--- config.mk ---
export PLATFORM = sky130hd
export DESIGN_NAME = two_zone_people_counter_core
export DESIGN_NICKNAME = d
export VERILOG_FILES = /design/src/hw/rtl/tzpc_pkg.sv /design/src/hw/rtl/two_zone_people_counter_core.sv /design/src/hw/rtl/tzpc_classify.sv /design/src/hw/rtl/tzpc_path.sv
export SDC_FILE = /design/constraint.sdc
export NUM_CORES = 1
export LEC_CHECK = 0
export ABC_CLOCK_PERIOD_IN_PS = 4900
export BUFFER_PORTS_ARGS = -buffer_cell sky130_fd_sc_hd__buf_4
export CORE_MARGIN = 5
export CORE_UTILIZATION = 50
export CTS_BUF_LIST = sky130_fd_sc_hd__clkbuf_16
export DETAILED_ROUTE_END_ITERATION = 10
export GPL_TIMING_DRIVEN = 0
export PLACE_DENSITY_LB_ADDON = 0.1
export SETUP_SLACK_MARGIN = 0.1
export SYNTH_ARGS = -nofsm -noshare
export SYNTH_HDL_FRONTEND = slang
export SYNTH_SLANG_ARGS = --single-unit
--- constraint.sdc ---
create_clock -name clk -period 4.9 [get_ports clk]
set_input_delay 0.735 -clock clk [delete_from_list [all_inputs] [get_ports clk]]
set_output_delay 0.735 -clock clk [all_outputs]
set_load 0.005 [all_outputs]
--- src/hw/rtl/tzpc_pkg.sv ---
// ============================================================================
// tzpc_pkg
// Shared types and constants for the two-zone people counter.
// ============================================================================
package tzpc_pkg;

    localparam int unsigned DIST_W  = 15;
    localparam int unsigned COUNT_W = 8;

    // Threshold value after reset, in sensor units
    localparam logic [DIST_W-1:0] THRESHOLD_RESET = 15'd1000;

    // Region under the sensor
    typedef enum logic [1:0] {
        RG_OUT   = 2'd0,
        RG_FRONT = 2'd1,
        RG_DOOR  = 2'd2,
        RG_BACK  = 2'd3
    } region_t;

    // Crossing event reported with each word
    typedef enum logic [1:0] {
        CROSS_NONE  = 2'd0,
        CROSS_ENTRY = 2'd1,
        CROSS_EXIT  = 2'd2
    } crossing_t;

    // Result of one path update, carried from tracker to output register
    typedef struct packed {
        region_t              region;
        logic [COUNT_W-1:0]   count;
        crossing_t            crossing;
        logic [1:0]           step;
    } path_result_t;

endpackage

--- src/hw/rtl/two_zone_people_counter_core.sv ---
// ============================================================================
// two_zone_people_counter_core
// Two-zone people counter: classifies each distance pair and counts
// complete crossings in a signed 8-bit occupancy count.
//
//   channel | ports                                          | handshake
//   --------+------------------------------------------------+--------------
//   in      | front_distance, back_distance                  | in_valid/in_stall
//   out     | region, occupancy_count, crossing, path_step   | out_valid/out_stall
//   cfg     | threshold_wdata                                | threshold_we
//
// One word per cycle while out_stall is low; each word passes the input register,
// then the result register. Classification and path update sit between them.
// Reset clears the path, the count and the valid flags; threshold resets
// to 1000. out_stall holds the result register and, once the input
// register is also full, raises in_stall in the same cycle.
// ============================================================================
module two_zone_people_counter_core
(
    input  logic                          clk,
    input  logic                          rst_n,
    input  logic                          in_valid,
    output logic                          in_stall,
    input  logic [tzpc_pkg::DIST_W-1:0]   front_distance,
    input  logic [tzpc_pkg::DIST_W-1:0]   back_distance,
    output logic                          out_valid,
    input  logic                          out_stall,
    output logic [1:0]                    region,
    output logic signed [tzpc_pkg::COUNT_W-1:0] occupancy_count,
    output logic [1:0]                    crossing,
    output logic [1:0]                    path_step,
    input  logic                          threshold_we,
    input  logic [tzpc_pkg::DIST_W-1:0]   threshold_wdata
);

    logic [tzpc_pkg::DIST_W-1:0] threshold_reg;
    logic                        in_valid_reg;
    logic [tzpc_pkg::DIST_W-1:0] front_reg;
    logic [tzpc_pkg::DIST_W-1:0] back_reg;
    logic                        out_valid_reg;
    tzpc_pkg::path_result_t      result_reg;
    tzpc_pkg::path_result_t      result_next;
    tzpc_pkg::region_t           cur_region;
    logic                        advance;
    logic                        in_take;

    // Pipeline control: result register frees up, input register drains
    assign advance  = !out_valid_reg || !out_stall;
    assign in_stall = in_valid_reg && !advance;
    assign in_take  = in_valid && !in_stall;

    // Threshold register
    always_ff @(posedge clk or negedge rst_n)
    begin
        if (!rst_n)
        begin
            threshold_reg <= tzpc_pkg::THRESHOLD_RESET;
        end
        else if (threshold_we)
        begin
            threshold_reg <= threshold_wdata;
        end
    end

    // Input register
    always_ff @(posedge clk or negedge rst_n)
    begin
        if (!rst_n)
        begin
            in_valid_reg <= 1'b0;
        end
        else if (!in_stall)
        begin
            in_valid_reg <= in_valid;
        end
    end

    always_ff @(posedge clk)
    begin
        if (in_take)
        begin
            front_reg <= front_distance;
            back_reg  <= back_distance;
        end
    end

    tzpc_classify u_classify
    (
        .front_dist (front_reg),
        .back_dist  (back_reg),
        .threshold  (threshold_reg),
        .region     (cur_region)
    );

    tzpc_path u_path
    (
        .clk    (clk),
        .rst_n  (rst_n),
        .update (in_valid_reg && advance),
        .region (cur_region),
        .result (result_next)
    );

    // Result register
    always_ff @(posedge clk or negedge rst_n)
    begin
        if (!rst_n)
        begin
            out_valid_reg <= 1'b0;
        end
        else if (advance)
        begin
            out_valid_reg <= in_valid_reg;
        end
    end

    always_ff @(posedge clk)
    begin
        if (advance && in_valid_reg)
        begin
            result_reg <= result_next;
        end
    end

    assign out_valid       = out_valid_reg;
    assign region          = result_reg.region;
    assign occupancy_count = result_reg.count;
    assign crossing        = result_reg.crossing;
    assign path_step       = result_reg.step;

endmodule

--- src/hw/rtl/tzpc_classify.sv ---
// ============================================================================
// tzpc_classify
// Region classifier: compares both zone distances against the threshold.
// ============================================================================
module tzpc_classify
(
    input  logic [tzpc_pkg::DIST_W-1:0] front_dist,
    input  logic [tzpc_pkg::DIST_W-1:0] back_dist,
    input  logic [tzpc_pkg::DIST_W-1:0] threshold,
    output tzpc_pkg::region_t           region
);

    logic front_lt;
    logic back_lt;
    logic front_le;
    logic back_le;

    assign front_lt = (front_dist < threshold);
    assign back_lt  = (back_dist  < threshold);
    assign front_le = (front_dist <= threshold);
    assign back_le  = (back_dist  <= threshold);

    // Tests in priority order: front, door, back, else out
    always_comb
    begin
        if (!back_lt && front_lt)
        begin
            region = tzpc_pkg::RG_FRONT;
        end
        else if (front_le && back_le)
        begin
            region = tzpc_pkg::RG_DOOR;
        end
        else if (!front_lt && back_lt)
        begin
            region = tzpc_pkg::RG_BACK;
        end
        else
        begin
            region = tzpc_pkg::RG_OUT;
        end
    end

endmodule

--- src/hw/rtl/tzpc_path.sv ---
// ============================================================================
// tzpc_path
// Path tracker: records the out/side/door/side sequence and keeps the
// signed occupancy count.
// ============================================================================
module tzpc_path
(
    input  logic                   clk,
    input  logic                   rst_n,
    input  logic                   update,
    input  tzpc_pkg::region_t      region,
    output tzpc_pkg::path_result_t result
);

    logic [1:0]                   pos_reg;
    logic [1:0]                   pos_next;
    tzpc_pkg::region_t            entry_reg  [3];
    tzpc_pkg::region_t            entry_next [3];
    logic [tzpc_pkg::COUNT_W-1:0] count_reg;
    logic [tzpc_pkg::COUNT_W-1:0] count_next;
    tzpc_pkg::crossing_t          crossing;
    logic                         side;

    assign side = (region == tzpc_pkg::RG_FRONT) || (region == tzpc_pkg::RG_BACK);

    // Next path state and count
    always_comb
    begin
        pos_next      = pos_reg;
        entry_next[0] = entry_reg[0];
        entry_next[1] = entry_reg[1];
        entry_next[2] = entry_reg[2];
        count_next    = count_reg;
        crossing      = tzpc_pkg::CROSS_NONE;

        if (region == tzpc_pkg::RG_OUT)
        begin
            // complete path: count only front-door-back or back-door-front
            if (pos_reg == 2'd3)
            begin
                if (entry_reg[0] == tzpc_pkg::RG_FRONT &&
                    entry_reg[1] == tzpc_pkg::RG_DOOR &&
                    entry_reg[2] == tzpc_pkg::RG_BACK)
                begin
                    count_next = count_reg + 8'd1;
                    crossing   = tzpc_pkg::CROSS_ENTRY;
                end
                else if (entry_reg[0] == tzpc_pkg::RG_BACK &&
                         entry_reg[1] == tzpc_pkg::RG_DOOR &&
                         entry_reg[2] == tzpc_pkg::RG_FRONT)
                begin
                    count_next = count_reg - 8'd1;
                    crossing   = tzpc_pkg::CROSS_EXIT;
                end
            end
            pos_next      = 2'd0;
            entry_next[0] = tzpc_pkg::RG_OUT;
            entry_next[1] = tzpc_pkg::RG_OUT;
            entry_next[2] = tzpc_pkg::RG_OUT;
        end
        else if (side && pos_reg == 2'd0)
        begin
            entry_next[0] = region;
            pos_next      = 2'd1;
        end
        else if (side && pos_reg == 2'd2)
        begin
            entry_next[2] = region;
            pos_next      = 2'd3;
        end
        else if (region == tzpc_pkg::RG_DOOR && pos_reg == 2'd1)
        begin
            entry_next[1] = region;
            pos_next      = 2'd2;
        end
    end

    // State registers, advanced once per word
    always_ff @(posedge clk or negedge rst_n)
    begin
        if (!rst_n)
        begin
            pos_reg      <= 2'd0;
            entry_reg[0] <= tzpc_pkg::RG_OUT;
            entry_reg[1] <= tzpc_pkg::RG_OUT;
            entry_reg[2] <= tzpc_pkg::RG_OUT;
            count_reg    <= '0;
        end
        else if (update)
        begin
            pos_reg      <= pos_next;
            entry_reg[0] <= entry_next[0];
            entry_reg[1] <= entry_next[1];
            entry_reg[2] <= entry_next[2];
            count_reg    <= count_next;
        end
    end

    assign result.region   = region;
    assign result.count    = count_next;
    assign result.crossing = crossing;
    assign result.step     = pos_next;

endmodule

==> After elaboration in Yosys (flattened, before gate mapping) <==
Index checks and enable logic that the tools add are counted.
{ "op_classes": {"n_addsub": 2, "multipliers": 0, "div_mod_pow": 0, "n_lt_le_gt_ge": 4, "n_eq_ne": 13, "shifts": 0, "muxes": 19, "bitwise": 2, "n_reduce_logical": 31} }
{ "ops": {"columns": ["cell", "n"], "rows": [
  ["two-way mux 8 bit", 4],
  ["<= comparator 15 bit", 2],
  ["< comparator 15 bit", 2],
  ["two-way mux 2 bit", 12],
  ["equality test 2 bit, second input constant", 7],
  ["logical AND 1 bit", 13],
  ["adder 8 x 1 -> 8 bit, second input constant", 1],
  ["equality test 2 x 1 -> 1 bit, second input constant", 4],
  ["subtractor 8 x 1 -> 8 bit, second input constant", 1],
  ["zero test 1 bit", 6],
  ["two-way mux 6 bit", 1],
  ["nonzero test 2 bit", 3],
  ["zero test 2 bit", 2],
  ["two-way mux 4 bit", 1],
  ["!= test 2 x 1 -> 1 bit, second input constant", 2],
  ["AND reduction 2 bit", 2],
  ["AND reduction 4 bit", 1],
  ["AND reduction 3 bit", 1],
  ["OR reduction 3 bit", 1],
  ["logical OR 1 bit", 2],
  ["inverter 1 bit", 2],
  ["two-way mux 1 bit", 1]
]} }
{ "word_totals": {"register_bits": 77, "latch_bits": 0, "ram_bits": 0, "romBits": 0, "out_inout_bits": 16, "n_memories": 0} }

==> Depth between registers and ports, before layout <==
Gate-level depths: netlist of the first run.
{ "depth": {"depth_word": 12, "mapped_depth": 9, "mapped_depth_nobuf": 9} }

==> Cells and area by module <==
From an unflattened synthesis of the first run, not the netlist that was laid out.
{ "hier_totals": {"hier_cells": 317, "area_unflattened_um2": 3913.8} }
{ "by_module_without_submodules": {"columns": ["mod", "n_inst", "cells_each", "area_per_inst_um2"], "rows": [
  ["two_zone_people_counter_core", 1, 84, 2028.2],
  ["tzpc_path", 1, 136, 1156.1],
  ["tzpc_classify", 1, 97, 729.4]
]} }

==> Worst setup path after synthesis of the first run <==
OpenSTA, ideal clock, no wires.
{ "synth_path": {"kind": "reg-to-reg", "from": "register threshold_reg[9] (netlist bit)", "to": "register result_reg (netlist bit occupancy_count[1]), data pin", "setup_time_ps": 259, "arrival_ps": 2054, "slack_ps": 2587, "path_stages_with_launch": 9, "path_buffers": 0, "synth_period_minus_slack_ps": 2313, "cell_sequence": "dfstp_2 inv_1 ha_1 nand4_1 nor4_4 nand2_2 a21boi_4 a41o_1 a211o_1"} }
{ "synth_lines": {"columns": ["item", "line_no", "text"], "rows": [
  ["start: declaration", "two_zone_people_counter_core.sv:36", "logic [tzpc_pkg::DIST_W-1:0] threshold_reg;"],
  ["start signal: assignment", "two_zone_people_counter_core.sv:57", "threshold_reg <= tzpc_pkg::THRESHOLD_RESET;"],
  ["start signal: assignment", "two_zone_people_counter_core.sv:61", "threshold_reg <= threshold_wdata;"],
  ["end signal: assignment", "two_zone_people_counter_core.sv:121", "result_reg <= result_next;"],
  ["end: declaration", "two_zone_people_counter_core.sv:41", "tzpc_pkg::path_result_t result_reg;"]
]} }

==> summary.txt, run 1 <==
STA
  – Final min period: between 2 and 3 ns
  – FMAX: about 0.37 GHz
  – Clock Skew: about 0.0064 ns
  – Endpoints failing hold: 0
  – Final period util: 0.549
  – Slew margin rel.: 0.129
  – Max-slew violations: 0
  – Count of final setup violators: 0
  – Slew @ Worst Pin: 1.31 ns
  – RSZ-0062 raised after global routing: false
  – Total Neg Setup Slack: 0 ns

Setup path
  – Setup CP Type: reg -> reg
  – Crit. End Element: register
  – Worst path max stage delay: slightly above 0.5 ns
  – Critical-path top delay cell: dfstp_2
  – Critical path peak fanout: 10
  – Cell Chain, Critical Path: inv_1 > ha_1 > nand4_1 > a21oi_1 > o21ai_2 > a21oi_2 > buf_2 > nand3_1 > xnor2_1
  – Critical Path RT: approximately 5.0 ns
  – WP data arrival: between 2 and 3 ns
  – Critical Path Start Type: register

Floorplan
  – Io pins: 66
  – Die area: just under 10000 µm²
  – CORE AREA: between 7000 and 8000 µm²
  – Die X-Extent: slightly below 100 µm
  – Row count: 32
  – DIE HEIGHT: approximately 99 µm
  – Initial core utilization: 0.512

Global routing
  – Global-route wire length before repair: 13.5 mm
  – Global route overflow: 0
  – Initial antenna violation count: 0
  – Vias in the first global route: around 3000
  – Largest net degree at the start of global routing: 34
  – GR Util All Layers: 0.175

Clock network
  – Resized cells post-CTS: 0
  – CTS root buffer: clkbuf_16
  – Num CTS Buffers: 9
  – Post-CTS Setup Inserts: 0
  – Clock Path Buffers: 2
  – Clk slew on worst S/H paths: 0.06 ns
  – Clock Sinks: between 70 and 80
  – Worst skew pair latency: ~0.33 ns
  – CTS tree: built
  – H-tree levels: 3
  – CTS hold repair buffers: 0

Detailed routing
  – Vias per cell: between 5 and 6
  – WL/cell: roughly 15 µm
  – Routed via count: 2874
  – Final wirelength: about 8.1 mm
  – DR iter-0 viols: about 220
  – Final ANT Viol Nets: 0
  – DRC violations left: 0
  – Drt first pass iters: 4

Logic synthesis
  – Ys async rst share: 0.429
  – Syn nets: 426
  – Syn. warnings: 0
  – EDFF count, synth: 44
  – Synth Flop Type: edfxtp_1
  – Post-Syn Area: roughly 3900 µm²
  – Gate Count Post-Synth: about 340
  – Post-synthesis cell type count: 52
  – FF+latch count, synth: 77
  – Register area share after synthesis: 0.548
  – Mean post-synth cell area: between 10 and 15 µm²

Place
  – IO Port Bufs: 64
  – HPWL Detailed: between 6 and 7 mm
  – GP Congestion: a little under 0.9

Finish
  – N_diodes: 0
  – Area grow syn2layout: 22.7%
  – Layout cells sized above 1: 0.245
  – Fin nets: about 500

Power and ir drop
  – P_leak: between 0.002 and 0.0025 µW
  – Peak supply drop: ~0.17 mV
  – Pwr per Cell Area: between 300 and 400 nW/µm²
  – Final Power: about 1800 µW

Worst hold path
  – HP Class: in -> async

Outcome
  – Outcome: complete, no violations

Run
  – Total of max-cap violations: 0
-- worst max-delay path: cells and delay by family (launching register included) --
family          cells  cell delay [ns]
compound gates      3             0.76
xor+xnor            1             0.15
fa+ha+maj           1             0.32
buf+inv             2             0.36
flops               1             0.51
simple gates        2             0.32
-- routing by layer --
metal | vias to the layer above | track usage | share of wire
met1 | 1360 | 0.217 | 0.44
li1 | 1419 | - | -
met2 | 79 | 0.284 | 0.49
met5 | - | 0 | 0
met3 | 16 | 0.0573 | 0.050
met4 | 0 | 0.0683 | 0.020
-- power breakdown --
part | internal, µW | switching, µW | leakage, µW | total [µW]
clock | 386 | 239 | 0.000145 | 626
sequential | 781 | 41.1 | 0.000821 | 822
combinational | 169 | 230 | 0.00109 | 399
total | 1340 | 510 | 0.00206 | 1850
-- through the flow --
stage               instances  hold slack [ns]   util  instance area, µm²  setup slack (ns)
CTS                       526            0.365  0.628                4830              2.22
detailed placement        510            0.474  0.591                4540              2.24
finish                    526            0.346  0.628                4830              2.21
floorplan                 344            0.439      -                3940              2.59
global placement          510            0.448  0.591                4540              2.23
global route              526            0.375  0.628                4830              2.03
-- cell usage after synthesis (2+ instances only) --
cell,n,area share
a211o_1,3,0.0067
a211oi_1,3,0.0057
a21o_1,2,0.0038
a21oi_1,29,0.037
a21oi_2,2,0.0045
and2_1,2,0.0032
buf_2,3,0.0038
clkbuf_1,8,0.0076
dfrtp_1,27,0.17
dfstp_2,6,0.040
edfxtp_1,44,0.34
ha_1,32,0.10
inv_1,25,0.024
mux2_2,3,0.0086
nand2_1,28,0.027
nand3_1,15,0.019
nand3b_1,3,0.0057
nand4_1,12,0.019
nand4b_1,2,0.0045
nor2_1,16,0.015
nor3_1,3,0.0038
nor4_4,2,0.011
o211ai_1,2,0.0038
o21a_1,5,0.0095
o21ai_0,21,0.027
o21ai_1,2,0.0025
o21ai_2,3,0.0067
o31ai_1,3,0.0057
o41ai_1,2,0.0045
xnor2_1,14,0.031
-- layout by cell type, fill, tap and decap left out, types with 3 or more instances in the layout --
cell,count
edfxtp_1,44
nor2_1,16
a21oi_1,29
nand2_1,28
o31ai_1,3
a211o_1,3
ha_1,32
mux2_2,3
xnor2_1,14
o21a_1,5
nand4_1,12
dfrtp_1,27
a211oi_1,3
clkbuf_1,8
buf_2,3
dfstp_2,6
nor3_1,3
clkbuf_16,9
nand3_1,15
inv_1,27
nand3b_1,3
o21ai_0,21
buf_4,64
o21ai_2,3
-- final cells by class --
cell class	instances	area, µm²
Clock buffer	9	225
Sequential cell	77	2150
Multi-Input combinational cell	230	1640
Timing Repair Buffer	64	480
Fill cell	651	2860
Inverter	26	97.6
Clock inverter	7	58.8
Tap cell	102	128
Buffer	11	45.0
-- final timing paths --
check	endpoint	slack, ns	startpoint	cells past startpoint
hold reg to reg	u_path.entry_reg[2]	0.48	u_path.entry_reg[2]	1
setup reg to reg	occupancy_count[3]	2.21	threshold_reg[6]	9
max in group asynchronous	threshold_reg[7]	4.20	rst_n	1
setup / recovery	occupancy_count[3]	2.21	threshold_reg[6]	9
hold / removal	threshold_reg[0]	0.35	rst_n	1
min in group clk	u_path.entry_reg[2]	0.48	u_path.entry_reg[2]	1
-- kinds of logic (layout without fill, tap and decap cells) --
logic type	after synthesis	in the layout	synth area share
and+or+nand+nor	93	93	0.128
buffers and inverters	37	117	0.0362
xor gates and xnor gates	14	14	0.0312
adders and majority gates	32	32	0.102
muxes	4	4	0.0111
AOI/OAI and AO/OA	87	87	0.144
DFF	77	77	0.548
Power figures use the tool's default switching activity.
==> run 2, diff against run 1 <==
- ABC_AREA: not set -> 1
- ABC_CLOCK_PERIOD_IN_PS: 4900 -> 2200
- clock period: 4.9 -> 2.2 ns (I/O delays scaled with it)
==> run 2 against run 1 <==
Against the previous run: combinational power increased by 140%; via count increased by 17%; sequential share of layout area decreased by 4.9 points; register-to-register slack got worse by 2.2 ns; core utilization increased by 3.2 points; non-clock buffer count increased by 7; clock power increased by 120%; area after synthesis increased by 7.6%; critical path type unchanged; critical endpoint unchanged.
==> summary.txt, run 2 <==
Clock network
  – CTS root buffer: clkbuf_16
  – Num CTS Buffers: 9 (unchanged)
  – CTS tree: built
  – Clock Path Buffers: 2 (unchanged)
  – Clk slew on worst S/H paths: 0.06 ns (about the same)
  – Clock Sinks: 77 (unchanged)
  – Worst skew pair latency: 0.33 ns (about the same)
  – H-tree levels: 3 (unchanged)

Setup path
  – CP delay by family, top: simple AND/OR/NAND/NOR gates
  – Critical-path top delay cell: dfstp_2
  – Critical Path Start Type: register
  – Cell Chain, Critical Path: inv_4 > ha_4 > nand2_2 > inv_2 > nand3_4 > nor3_4 > nand3_2 > o211ai_4 > inv_4 > nand2_1 > nand2_2
  – Setup CP Type: reg -> reg
  – Crit. End Element: register
  – Critical Path RT: 2.28 ns (-2.69 ns)
  – WP data arrival: 2.27 ns (-0.48 ns)
  – Buffers & Inverters on Critical Path: 3 (+1)
  – Worst path max stage delay: 0.54 ns (+0.03 ns)
  – Critical path peak fanout: 7 (-3)

Power and ir drop
  – Cell Int Power: 2870 µW (+110%)
  – Flop pwr share: 0.441 (-0.004)
  – Psw: 1240 µW (+140%)
  – Combinational power share: 0.230 (+0.014)
  – Sw Share: 0.302 (+0.0253)
  – Clk network pwr share: 0.329 (-0.010)
  – P_leak: 0.00263 µW (+27%)
  – Peak supply drop: 0.414 mV (+140%)
  – Pwr per Cell Area: 757 nW/µm² (+98%)

Finish
  – Layout cells sized above 1: 0.299 (+0.0542)
  – Fin nets: 638 (+27%)
  – Fillcell total: 645 (-0.92%)
  – Most frequent cells in the layout: 148 x nand2_1, 68 x buf_4, 47 x inv_1
  – Area grow syn2layout: 28.1%
  – N_diodes: 0 (unchanged)
  – Leading cell type in the layout, fill and taps excluded: nand2_1
  – Final Core Density: 0.660 (+0.0322)

Detailed routing
  – DR iter-0 viols: 142 (-35%)
  – Vias per cell: 5.05 (-7.6%)
  – Final wirelength: 9.37 mm (+16%)
  – Final ANT Viol Nets: 0 (unchanged)
  – Drt first pass iters: 5 (+1)
  – Routed via count: 3364 (+17%)
  – WL/cell: 14.1 µm (-8.5%)
  – DRC violations left: 0 (unchanged)

Place
  – GP Congestion: 0.837 (-4.7%)
  – HPWL Detailed: 6.44 mm (+5.5%)
  – IO Port Bufs: 64 (unchanged)

STA
  – Clock Skew: 0.00829 ns (+0.00185 ns)
  – Count of final setup violators: 0 (unchanged)
  – WHS: 0.170 ns (-0.176 ns)
  – Final min period: 2.19 ns (-0.501 ns)
  – Slew @ Worst Pin: 0.661 ns (-0.646 ns)
  – Final period util: 0.995 (+0.446)
  – Slew margin rel.: 0.558 (+0.430)
  – FMAX: 0.457 GHz (+23%)
  – Max-slew violations: 0 (unchanged)
  – RSZ-0062 raised after global routing: true
  – Endpoints failing hold: 0 (unchanged)

Floorplan
  – DIE HEIGHT: 102 µm (+3.4%)
  – CORE AREA: 8220 µm² (+6.9%)
  – Die area: 10400 µm² (+6.8%)
  – Row count: 33 (+3.1%)
  – Io pins: 66 (unchanged)
  – Die X-Extent: 102 µm (+3.4%)
  – Initial core utilization: 0.515 (+0.00357)

Global routing
  – Vias in the first global route: 3351 (+14%)
  – Global-route wire length before repair: 15.1 mm (+12%)
  – Initial antenna violation count: 0 (unchanged)
  – Global route overflow: 0 (unchanged)
  – GR Util All Layers: 0.189 (+0.0139)
  – Largest net degree at the start of global routing: 34 (unchanged)

Logic synthesis
  – Mean post-synth cell area: 8.90 µm² (-22%)
  – Post-Syn Area: 4240 µm² (+7.6%)
  – Ys async rst share: 0.429 (unchanged)
  – FF+latch count, synth: 77 (unchanged)
  – Syn. warnings: 0 (unchanged)
  – EDFF count, synth: 44 (unchanged)
  – Top post-synthesis cells by area: edfxtp_1 31%, dfrtp_1 16%, nand2_1 15%
  – Post-synthesis cell type count: 31 (-40%)
  – Register area share after synthesis: 0.509 (-0.0388)
  – Area leader, netlist: edfxtp_1
  – Syn nets: 558 (+31%)
  – Gate Count Post-Synth: 476 (+38%)
  – Commonest cells post-synth: 166 x nand2_1, 51 x inv_1, 44 x edfxtp_1
  – Yosys top cell area share: 0.312 (-0.0238)
  – Most common cell in the netlist: nand2_1
  – Synth Flop Type: edfxtp_1

Outcome
  – Outcome: complete, no violations

Worst hold path
  – HP Class: in -> reg

Run
  – Total of max-cap violations: 0 (unchanged)
[run 2: cell types whose count changed in the layout (fill, tap and decap cells not counted), sizes merged, moves of 6 or more]
cell / change
xor2: +8
a21oi: -14
buf: +7
nand2: +152
nand3: +6
inv: +29
xnor2: -14
nor2: +13
[run 2: kinds of logic (layout without fill, tap and decap cells)]
family / count (synthesis) / count (layout) / share of synthesized area
compound gates: 46 / 46 / 0.0641
xor+xnor: 8 / 8 / 0.0165
fa+ha+maj: 32 / 32 / 0.0945
buf+inv: 68 / 153 / 0.0653
flops: 77 / 77 / 0.509
mux: 1 / 1 / 0.00266
simple gates: 244 / 244 / 0.248
[run 2: cell type report]
cell class | count | area (µm²) | area share
Tap cell | 105 | 131 | 0.0242
Timing Repair Buffer | 69 | 538 | 0.0992
Buffer | 13 | 70.1 | 0.0129
Clock inverter | 7 | 50.0 | 0.00923
Inverter | 55 | 215 | 0.0397
Sequential cell | 77 | 2150 | 0.397
Multi-Input combinational cell | 331 | 2040 | 0.376
Clock buffer | 9 | 225 | 0.0415
[run 2: worst paths after layout]
kind | start | endpoint | slack (ns) | cells past startpoint
worst min-delay path | back_distance[4] | back_reg[4] | 0.17 | 1
max in group asynchronous | rst_n | threshold_reg[5] | 1.36 | 2
worst max-delay path | threshold_reg[9] | occupancy_count[3] | 0.01 | 11
worst min register to register | in_valid_reg | out_valid | 0.47 | 2
min in group asynchronous | rst_n | threshold_reg[10] | 0.49 | 2
worst max register to register | threshold_reg[9] | occupancy_count[3] | 0.01 | 11
[run 2: worst reg2reg max path, stage by stage, from the launching register on]
cell,delay [ns]
dfstp_2,0.54
inv_4,0.05
ha_4,0.26
nand2_2,0.04
inv_2,0.07
nand3_4,0.07
nor3_4,0.18
nand3_2,0.13
o211ai_4,0.31
inv_4,0.12
nand2_1,0.09
nand2_2,0.07
[run 2: stage by stage]
stage | instance area, µm² | cells | setup slack, ns | power, µW | setup TNS [ns]
global route | 5420 | 666 | -0.0979 | 4340 | -1.84
global placement | 4850 | 645 | -0.0303 | 2590 | -0.205
finish | 5420 | 666 | 0.0116 | 4100 | 0
detailed placement | 4850 | 645 | -0.0573 | 2620 | -0.454
CTS | 5220 | 663 | 0.0615 | 4020 | 0
floorplan | 4240 | 476 | 0.185 | 2330 | 0
[run 2: power by group through the flow]
stage | clock, µW | sequential, µW | combinational [µW]
global placement | 0 | 1820 | 762
floorplan | 0 | 1810 | 511
finish | 1350 | 1810 | 944
global route | 1440 | 1830 | 1070
CTS | 1380 | 1810 | 842
detailed placement | 0 | 1830 | 791
[run 2: metal layers]
layer | up-vias | track usage | share of wire
met5 | - | 0 | 0
met1 | 1563 | 0.245 | 0.45
met4 | 0 | 0.0716 | 0.017
li1 | 1699 | - | -
met3 | 15 | 0.0314 | 0.055
met2 | 87 | 0.317 | 0.48
[run 2: repair_timing]
item / 4_1_cts / 5_1_grt
gates resized for setup: 17 / 37
setup endpoints to repair: 29 / 40
cloned: 0 / 1
hold buffers: 1 / 0
pin swaps: 5 / 15
buffers inserted: 1 / 2
endpoints found under the hold margin: 27 / 0
